**config.mk**
```make
export PLATFORM = sky130hd
export DESIGN_NAME = approach_warning_detector
export DESIGN_NICKNAME = d
export VERILOG_FILES = /design/src/awd_pkg.sv /design/src/approach_warning_detector.sv
export SDC_FILE = /design/constraint.sdc
export NUM_CORES = 1
export LEC_CHECK = 0
export BUFFER_PORTS_ARGS = -buffer_cell sky130_fd_sc_hd__buf_2
export CAP_MARGIN = 10
export CORE_UTILIZATION = 50
export CTS_BUF_LIST = sky130_fd_sc_hd__clkbuf_4
export CTS_CLUSTER_DIAMETER = 100
export DETAILED_ROUTE_END_ITERATION = 10
export PLACE_DENSITY = 0.66
export SETUP_SLACK_MARGIN = 0.1
export SKIP_CTS_REPAIR_TIMING = 1
export SYNTH_ARGS = -nofsm -noshare
export SYNTH_HDL_FRONTEND = slang
export SYNTH_SLANG_ARGS = --single-unit
```
**constraint.sdc**
```tcl
create_clock -name clk -period 12 [get_ports clk]
set_clock_uncertainty 0.15 [all_clocks]
set_input_delay 1.2 -clock clk [delete_from_list [all_inputs] [get_ports clk]]
set_output_delay 1.2 -clock clk [all_outputs]
set_load 0.02 [all_outputs]
```
**src/awd_pkg.sv**
```systemverilog
// Package for the approach warning detector: payload structs, register
// indexes, field widths and reset values of the configuration registers.
// No dependencies.
package awd_pkg;

	localparam int ADC_W     = 12;
	localparam int ELAPSED_W = 16;
	localparam int DIST_W    = 17;
	localparam int RATE_W    = 10;
	localparam int RUN_W     = 8;
	localparam int SCALE_W   = 16;
	localparam int CFG_W     = 17;
	localparam int CFG_IDX_W = 2;

	localparam int HISTORY_DEPTH_DEF = 5;

	localparam logic [DIST_W-1:0]  DIST_MAX  = '1;
	localparam logic [RUN_W-1:0]   RUN_MAX   = '1;

	localparam logic [DIST_W-1:0]  DIST_LIMIT_RST = 17'd12800;
	localparam logic [RATE_W-1:0]  RATE_LIMIT_RST = 10'd20;
	localparam logic [RUN_W-1:0]   READINGS_RST   = 8'd3;
	localparam logic [SCALE_W-1:0] SCALE_RST      = 16'd20815;

	typedef enum logic [CFG_IDX_W-1:0] {
		CFG_DIST_LIMIT = 2'd0,
		CFG_RATE_LIMIT = 2'd1,
		CFG_READINGS   = 2'd2,
		CFG_SCALE      = 2'd3
	} cfg_idx_t;

	typedef struct packed {
		logic [ADC_W-1:0]     adc_code;
		logic [ELAPSED_W-1:0] elapsed_ms;
	} in_t;

	typedef struct packed {
		logic              warning;
		logic [DIST_W-1:0] distance;
		logic [RUN_W-1:0]  approach_run;
	} out_t;

endpackage

```
**src/approach_warning_detector.sv**
```systemverilog
// Approach warning detector top level: sequencer around one shared multiplier.
// Depends on awd_pkg.
//
// Usage: an input transfer carries one converter code and the milliseconds
// since the previous sample. Each transfer yields exactly one result transfer
// with the warning flag, the distance in 1/64 cm and the approach run length.
// The input channel is stalled from the cycle after a transfer until the
// result has been written to the output register. One multiplier serves the
// code scaling, the rate threshold and the approach term, one product per
// cycle; an item passes the scale, distance, difference, product and done
// steps; the first item after reset only fills the history and skips the
// difference and product steps. The sequencer returns to idle between items.
// The result waits in an output register: while the receiver stalls, the
// result holds and the block sits in its final step, but it may already have
// accepted the item that follows. Configuration writes take effect at once;
// the user makes them while the block is idle; the block does not enforce it.
// Reset clears the sequencer, run count, ring pointer and the primed flag, and
// loads the register defaults; the first item after reset fills the history.
module approach_warning_detector #(
	parameter int HISTORY_DEPTH = awd_pkg::HISTORY_DEPTH_DEF
) (
	input  logic                          clk,
	input  logic                          arst_n,
	input  logic                          in_valid,
	output logic                          in_stall,
	input  awd_pkg::in_t                  in_data,
	output logic                          out_valid,
	input  logic                          out_stall,
	output awd_pkg::out_t                 out_data,
	input  logic                          cfg_we,
	input  logic [awd_pkg::CFG_IDX_W-1:0] cfg_idx,
	input  logic [awd_pkg::CFG_W-1:0]     cfg_data
);
	import awd_pkg::*;

	localparam int SLOT_W  = (HISTORY_DEPTH > 1) ? $clog2(HISTORY_DEPTH) : 1;
	localparam int SUM_W   = DIST_W + 2;
	localparam int MUL_A_W = SUM_W;
	localparam int MUL_B_W = 16;
	localparam int PROD_W  = MUL_A_W + MUL_B_W;
	localparam int RHS_W   = RATE_W + ELAPSED_W + 8;
	localparam int LHS_W   = SUM_W + 10;

	typedef enum logic [2:0] {
		ST_IDLE,
		ST_SCALE,
		ST_DIST,
		ST_DIFF,
		ST_LHS,
		ST_DONE
	} state_t;

	state_t              state_q;
	in_t                 in_q;
	logic [DIST_W-1:0]   dist_limit_q;
	logic [RATE_W-1:0]   rate_limit_q;
	logic [RUN_W-1:0]    readings_q;
	logic [SCALE_W-1:0]  scale_q;
	logic [DIST_W-1:0]   hist_q [HISTORY_DEPTH];
	logic [SLOT_W-1:0]   slot_q;
	logic [RUN_W-1:0]    run_q;
	logic                primed_q;
	logic [PROD_W-1:0]   prod_q;
	logic [DIST_W-1:0]   dist_q;
	logic [RHS_W-1:0]    rhs_q;
	logic                diff_neg_q;
	logic [SUM_W-1:0]    diff_mag_q;
	logic                out_valid_q;
	out_t                out_q;

	logic [MUL_A_W-1:0]  mul_a;
	logic [MUL_B_W-1:0]  mul_b;
	logic [SUM_W-1:0]    hist_sum;
	logic [SUM_W-1:0]    dist_x3;
	logic [SUM_W:0]      diff;
	logic [DIST_W:0]     scaled;
	logic [RHS_W-1:0]    rhs_d;
	logic                approach;
	logic [RUN_W-1:0]    run_next;
	logic                done_go;

	// Operand selection for the shared multiplier.
	always_comb begin
		unique case (state_q)
			ST_SCALE: begin
				mul_a = MUL_A_W'(in_q.adc_code);
				mul_b = MUL_B_W'(scale_q);
			end
			ST_DIST: begin
				mul_a = MUL_A_W'(rate_limit_q);
				mul_b = MUL_B_W'(in_q.elapsed_ms);
			end
			ST_LHS: begin
				mul_a = diff_mag_q;
				mul_b = MUL_B_W'(1000);
			end
			default: begin
				mul_a = '0;
				mul_b = '0;
			end
		endcase
	end

	assign scaled   = prod_q[DIST_W+10:10];
	assign hist_sum = SUM_W'(hist_q[0]) + SUM_W'(hist_q[1]) + SUM_W'(hist_q[2]);
	assign dist_x3  = {1'b0, dist_q, 1'b0} + SUM_W'(dist_q);
	assign diff     = {1'b0, hist_sum} - {1'b0, dist_x3};
	// Threshold is rate * elapsed * 192, built as two shifted copies.
	assign rhs_d    = RHS_W'({prod_q[RHS_W-8-1:0], 7'b0})
	                + RHS_W'({1'b0, prod_q[RHS_W-8-1:0], 6'b0});

	// A sample above the mean can never reach a non-negative threshold.
	assign approach = !diff_neg_q && (RHS_W'(prod_q[LHS_W-1:0]) >= rhs_q);
	assign run_next = approach ? ((run_q == RUN_MAX) ? RUN_MAX : run_q + 1'b1) : '0;
	assign done_go  = (state_q == ST_DONE) && (!out_valid_q || !out_stall);

	assign in_stall  = (state_q != ST_IDLE);
	assign out_valid = out_valid_q;
	assign out_data  = out_q;

	always_ff @(posedge clk or negedge arst_n) begin
		if (!arst_n) begin
			state_q      <= ST_IDLE;
			dist_limit_q <= DIST_LIMIT_RST;
			rate_limit_q <= RATE_LIMIT_RST;
			readings_q   <= READINGS_RST;
			scale_q      <= SCALE_RST;
			slot_q       <= '0;
			run_q        <= '0;
			primed_q     <= 1'b0;
			out_valid_q  <= 1'b0;
		end else begin
			if (cfg_we) begin
				unique case (cfg_idx_t'(cfg_idx))
					CFG_DIST_LIMIT: dist_limit_q <= cfg_data;
					CFG_RATE_LIMIT: rate_limit_q <= cfg_data[RATE_W-1:0];
					CFG_READINGS:   readings_q   <= cfg_data[RUN_W-1:0];
					CFG_SCALE:      scale_q      <= cfg_data[SCALE_W-1:0];
					default:        ;
				endcase
			end

			if (out_valid_q && !out_stall && !done_go) begin
				out_valid_q <= 1'b0;
			end

			unique case (state_q)
				ST_IDLE: begin
					if (in_valid) begin
						state_q <= ST_SCALE;
					end
				end
				ST_SCALE: state_q <= ST_DIST;
				ST_DIST:  state_q <= primed_q ? ST_DIFF : ST_DONE;
				ST_DIFF:  state_q <= ST_LHS;
				ST_LHS:   state_q <= ST_DONE;
				ST_DONE: begin
					if (done_go) begin
						state_q     <= ST_IDLE;
						out_valid_q <= 1'b1;
						if (!primed_q) begin
							primed_q <= 1'b1;
							out_q    <= '{warning: 1'b0, distance: dist_q, approach_run: run_q};
						end else begin
							run_q  <= run_next;
							slot_q <= (slot_q == SLOT_W'(HISTORY_DEPTH - 1)) ? '0 : slot_q + 1'b1;
							out_q  <= '{warning: (dist_q < dist_limit_q) && (run_next >= readings_q),
							            distance: dist_q, approach_run: run_next};
						end
					end
				end
				default: state_q <= ST_IDLE;
			endcase
		end
	end

	// Datapath registers, no reset needed.
	always_ff @(posedge clk) begin
		if (state_q == ST_IDLE && in_valid) begin
			in_q <= in_data;
		end
		if (state_q == ST_SCALE || state_q == ST_DIST || state_q == ST_LHS) begin
			prod_q <= mul_a * mul_b;
		end
		if (state_q == ST_DIST) begin
			dist_q <= scaled[DIST_W] ? DIST_MAX : scaled[DIST_W-1:0];
		end
		if (state_q == ST_DIFF) begin
			rhs_q      <= rhs_d;
			diff_neg_q <= diff[SUM_W];
			diff_mag_q <= diff[SUM_W] ? SUM_W'(-diff) : diff[SUM_W-1:0];
		end
		if (done_go) begin
			if (!primed_q) begin
				for (int i = 0; i < HISTORY_DEPTH; i++) begin
					hist_q[i] <= dist_q;
				end
			end else begin
				hist_q[slot_q] <= dist_q;
			end
		end
	end

endmodule

```
==> results.md <==
- Most Frequent Cell on Critical Path: fa_1
- Worst endpoint required time: 12.43 ns
- Ys flop type: edfxtp_1
- Synth Area in XOR/XNOR: 3.187%
- Global Route Usage Sum: 26.35%
- TritonCTS clock tree: yes
- CTS max path bufs: 3
- Setup crit end kind: flip-flop
- Reg-to-reg critical path endpoint: prod_q[28]
- Worst hold path endpoint: rhs_q[6]
- Post-route insts no fill: 3015
- Slew HR: 25.47%
- Largest net degree at the start of global routing: 69
- Synth Area in Compound Gates: 10.26%
- Post-layout utilization of the core: 55.86%
- Min Tclk post-route: 8.237 ns
- Reg2Reg Setup Slack: 3.76 ns
- Routed wire length: 58840 um
- Reg-to-Reg Start: state_q[2]
- Actual slew at the worst max-slew pin: 1.115 ns
- Final Hold Vio Count: 0
- Adder-Cell Fraction of Synth Area: 33.63%
- Vias in the first global route: 17220
- Chip height: 216.9 um
- Syn Area/Cell: 10.60 um^2
- WL/cell: 19.52 um
- Synthesized area: 0.02308 mm^2
- Hold/Removal Path Class: reg2reg
- Simple-Gate Fraction of Synth Area: 10.24%
- Routability Congestion: 1.039
- DRT Pass-1 Iters: 6
- DP Cell Count: 2879
- RSZ-0062 raised after global routing: no
- Final hold slack: 0.3381 ns
- Synthesis-stage register bit count: 266
- HP Start: prod_q[0]
- Most frequent cells in the layout: 416 x inv_1, 274 x fa_1, 199 x edfxtp_1
- Fin Setup TNS: 0 ns
- CTS H-tree lvls: 3
- Initial Util: 50.76%
- Total congestion overflow: 0
- Post-synth EDFFs: 199
- Post-Syn Instances: 2177
- Count of input and output buffers: 79
- Critical-path top delay cell: fa_1
- Setup Viol. Count Final: 0
- Worst Hold Depth: 0
- Die Area: 0.04703 mm^2
- Part of the cycle the worst path needs: 68.64%
- Vias: 16344
- CORE AREA: 0.04548 mm^2
- CTS clock-pin slew for the worst setup and hold paths: 0.07 ns
- Grt peak-use layer: met2
- Post-DP HPWL: 46750 um
- Met3 Use GR: 5.241%
- # rows: 78
- Sink Count: 266
- GR Util met1: 35.27%
- Clk root buf: clkbuf_4
- CTS Buf Count: 74
- Kind of critical path: reg2reg
- Initial antenna violation count: 1
- Chip width: 216.9 um
- YS warnings: 0
- Post-synthesis mux area share: 1.751%
- First-pass GRT wire length: 93700 um
- Cell variety after synth: 82
- Startpoint type of the worst setup path: flip-flop
- Most common cell after layout, fill and taps aside: inv_1
- CP peak stage delay: 0.59 ns
- Final Slew Violations: 0
- Post-DRT Antenna Nets: 0
- Achievable Freq: 0.1214 GHz
- Initial DRC Count: 1594
- Worst Path Arrival: 8.67 ns
- Share of layout cells above drive strength 1: 13.63%
- # DRC: 0
- Critical path cell sequence: buf_4, nand2b_1, nor2_2, buf_4, a21o_1, nand2_1, fa_1, fa_1, fa_1, inv_1, fa_1, fa_1, inv_1, fa_1, inv_1, ha_1, nand2_1, o211ai_1, o41ai_2, or3_1, a221oi_2, o221ai_2, mux2i_1, a2111oi_1
- Later-pin clock latency in the skew report: 0.82 ns
- Vias per cell: 5.421
- Ports: 80
- Max cap viols: 0
- Nets: 2863
- Largest family of logic cells by synthesized area: adder cells
- Part of the Yosys area used for sequential elements: 33.23%
- Worst reg2reg path depth: 24
- GR met2 Demand/Resource: 42.63%
- Async SR Flop Fraction: 25.19%
- Fillers: 4045
- CP Max Fanout: 50
- Synth-to-Final Area Change: 10.06%
- Status: finished, final reports clean
[logic make-up (layout without fill, tap and decap cells)]
kind of cell               after synthesis  count (layout)
and+or+nand+nor                        519             519
other                                    2              50
AOI/OAI and AO/OA                      351             351
buffers and inverters                  466             656
muxes                                   36              36
adders and majority gates              456             456
xor gates and xnor gates                81              81
DFF                                    266             266
[cell usage after synthesis (5+ instances only)]
| cell type | count | share of area [%] |
|---|---|---|
| o21ai_0 | 62 | 1.3 |
| a21oi_1 | 97 | 2.1 |
| o21a_1 | 19 | 0.62 |
| dfstp_2 | 15 | 1.7 |
| nor3_1 | 21 | 0.46 |
| or3_1 | 9 | 0.24 |
| fa_1 | 274 | 24 |
| mux2_2 | 35 | 1.7 |
| o22ai_1 | 6 | 0.16 |
| a21o_1 | 55 | 1.8 |
| nand2b_1 | 12 | 0.33 |
| and3_1 | 16 | 0.43 |
| dfrtp_1 | 52 | 5.6 |
| a31oi_1 | 7 | 0.19 |
| o31ai_1 | 7 | 0.23 |
| a22oi_1 | 19 | 0.62 |
| nand4_1 | 11 | 0.30 |
| clkbuf_1 | 41 | 0.67 |
| edfxtp_1 | 199 | 26 |
| nand3b_1 | 5 | 0.16 |
| inv_1 | 416 | 6.8 |
| nor2_1 | 170 | 2.8 |
| o211ai_1 | 8 | 0.26 |
| nor2b_1 | 17 | 0.46 |
| o21bai_1 | 11 | 0.36 |
| a211oi_1 | 10 | 0.33 |
| nand3_1 | 16 | 0.35 |
| nor4_1 | 7 | 0.19 |
| xnor2_1 | 61 | 2.3 |
| or2_2 | 21 | 0.57 |
| and2_1 | 8 | 0.22 |
| xor2_1 | 18 | 0.68 |
| nand2_1 | 191 | 3.1 |
| ha_1 | 182 | 9.9 |
[layout make-up]
type	count	area [um^2]	share of cell area, %
multi-input combinational	1492	13840	54.48
sequential	266	7671	30.19
inverter	418	1569	6.176
clock buffer	116	870.8	3.428
tap	600	750.7	2.955
timing repair buffer	103	578.1	2.275
clock inverter	19	121.4	0.4777
antenna	1	2.502	0.009850
[critical path: cells and delay by family, from the launching register on]
family                     cells  cell delay [ns]
AOI/OAI and AO/OA              6             1.89
buffers and inverters          5             1.02
muxes                          1             0.15
and+or+nand+nor                5             0.98
adders and majority gates      7             3.51
DFF                            1             0.32
[routing by layer]
metal / part of all wire (%) / vias up
li1: - / 7503
met1: 41 / 8051
met2: 47 / 650
met3: 8.1 / 140
met4: 3.3 / 0
met5: 0 / -
[per-stage QoR]
step / setup WS (ns) / cell area, um^2
detailed placement: 3.852 / 24410
finish: 3.763 / 25410
global route: 3.406 / 25410
global placement: 4.048 / 24410
CTS: 3.815 / 25400
floorplan: 4.552 / 23260
[registers in the layout, indices dropped and copies added (netlist names)]
register and cells:
slot_q 3, run_q 8, rate_limit_q 10, diff_neg_q 1
hist_q 51, out_data 26, out_valid 1, rhs_q 28
in_q 28, dist_q 17, dist_limit_q 17, prod_q 29
scale_q 16, diff_mag_q 19, readings_q 8, primed_q 1
state_q 3
[worst max path at each step]
stage / startpoint / to / slack (ns)
after floorplan: state_q[0] / prod_q[28] / 4.55
after global placement: state_q[2] / prod_q[28] / 4.05
after detailed placement: state_q[2] / prod_q[28] / 3.85
after CTS: state_q[2] / prod_q[28] / 3.81
after global routing: state_q[2] / prod_q[28] / 3.41
final: state_q[2] / prod_q[28] / 3.76
Power is left out: the tool's default activity adds up to more than one toggle a clock period on the data nets, which glitch-free logic cannot reach.
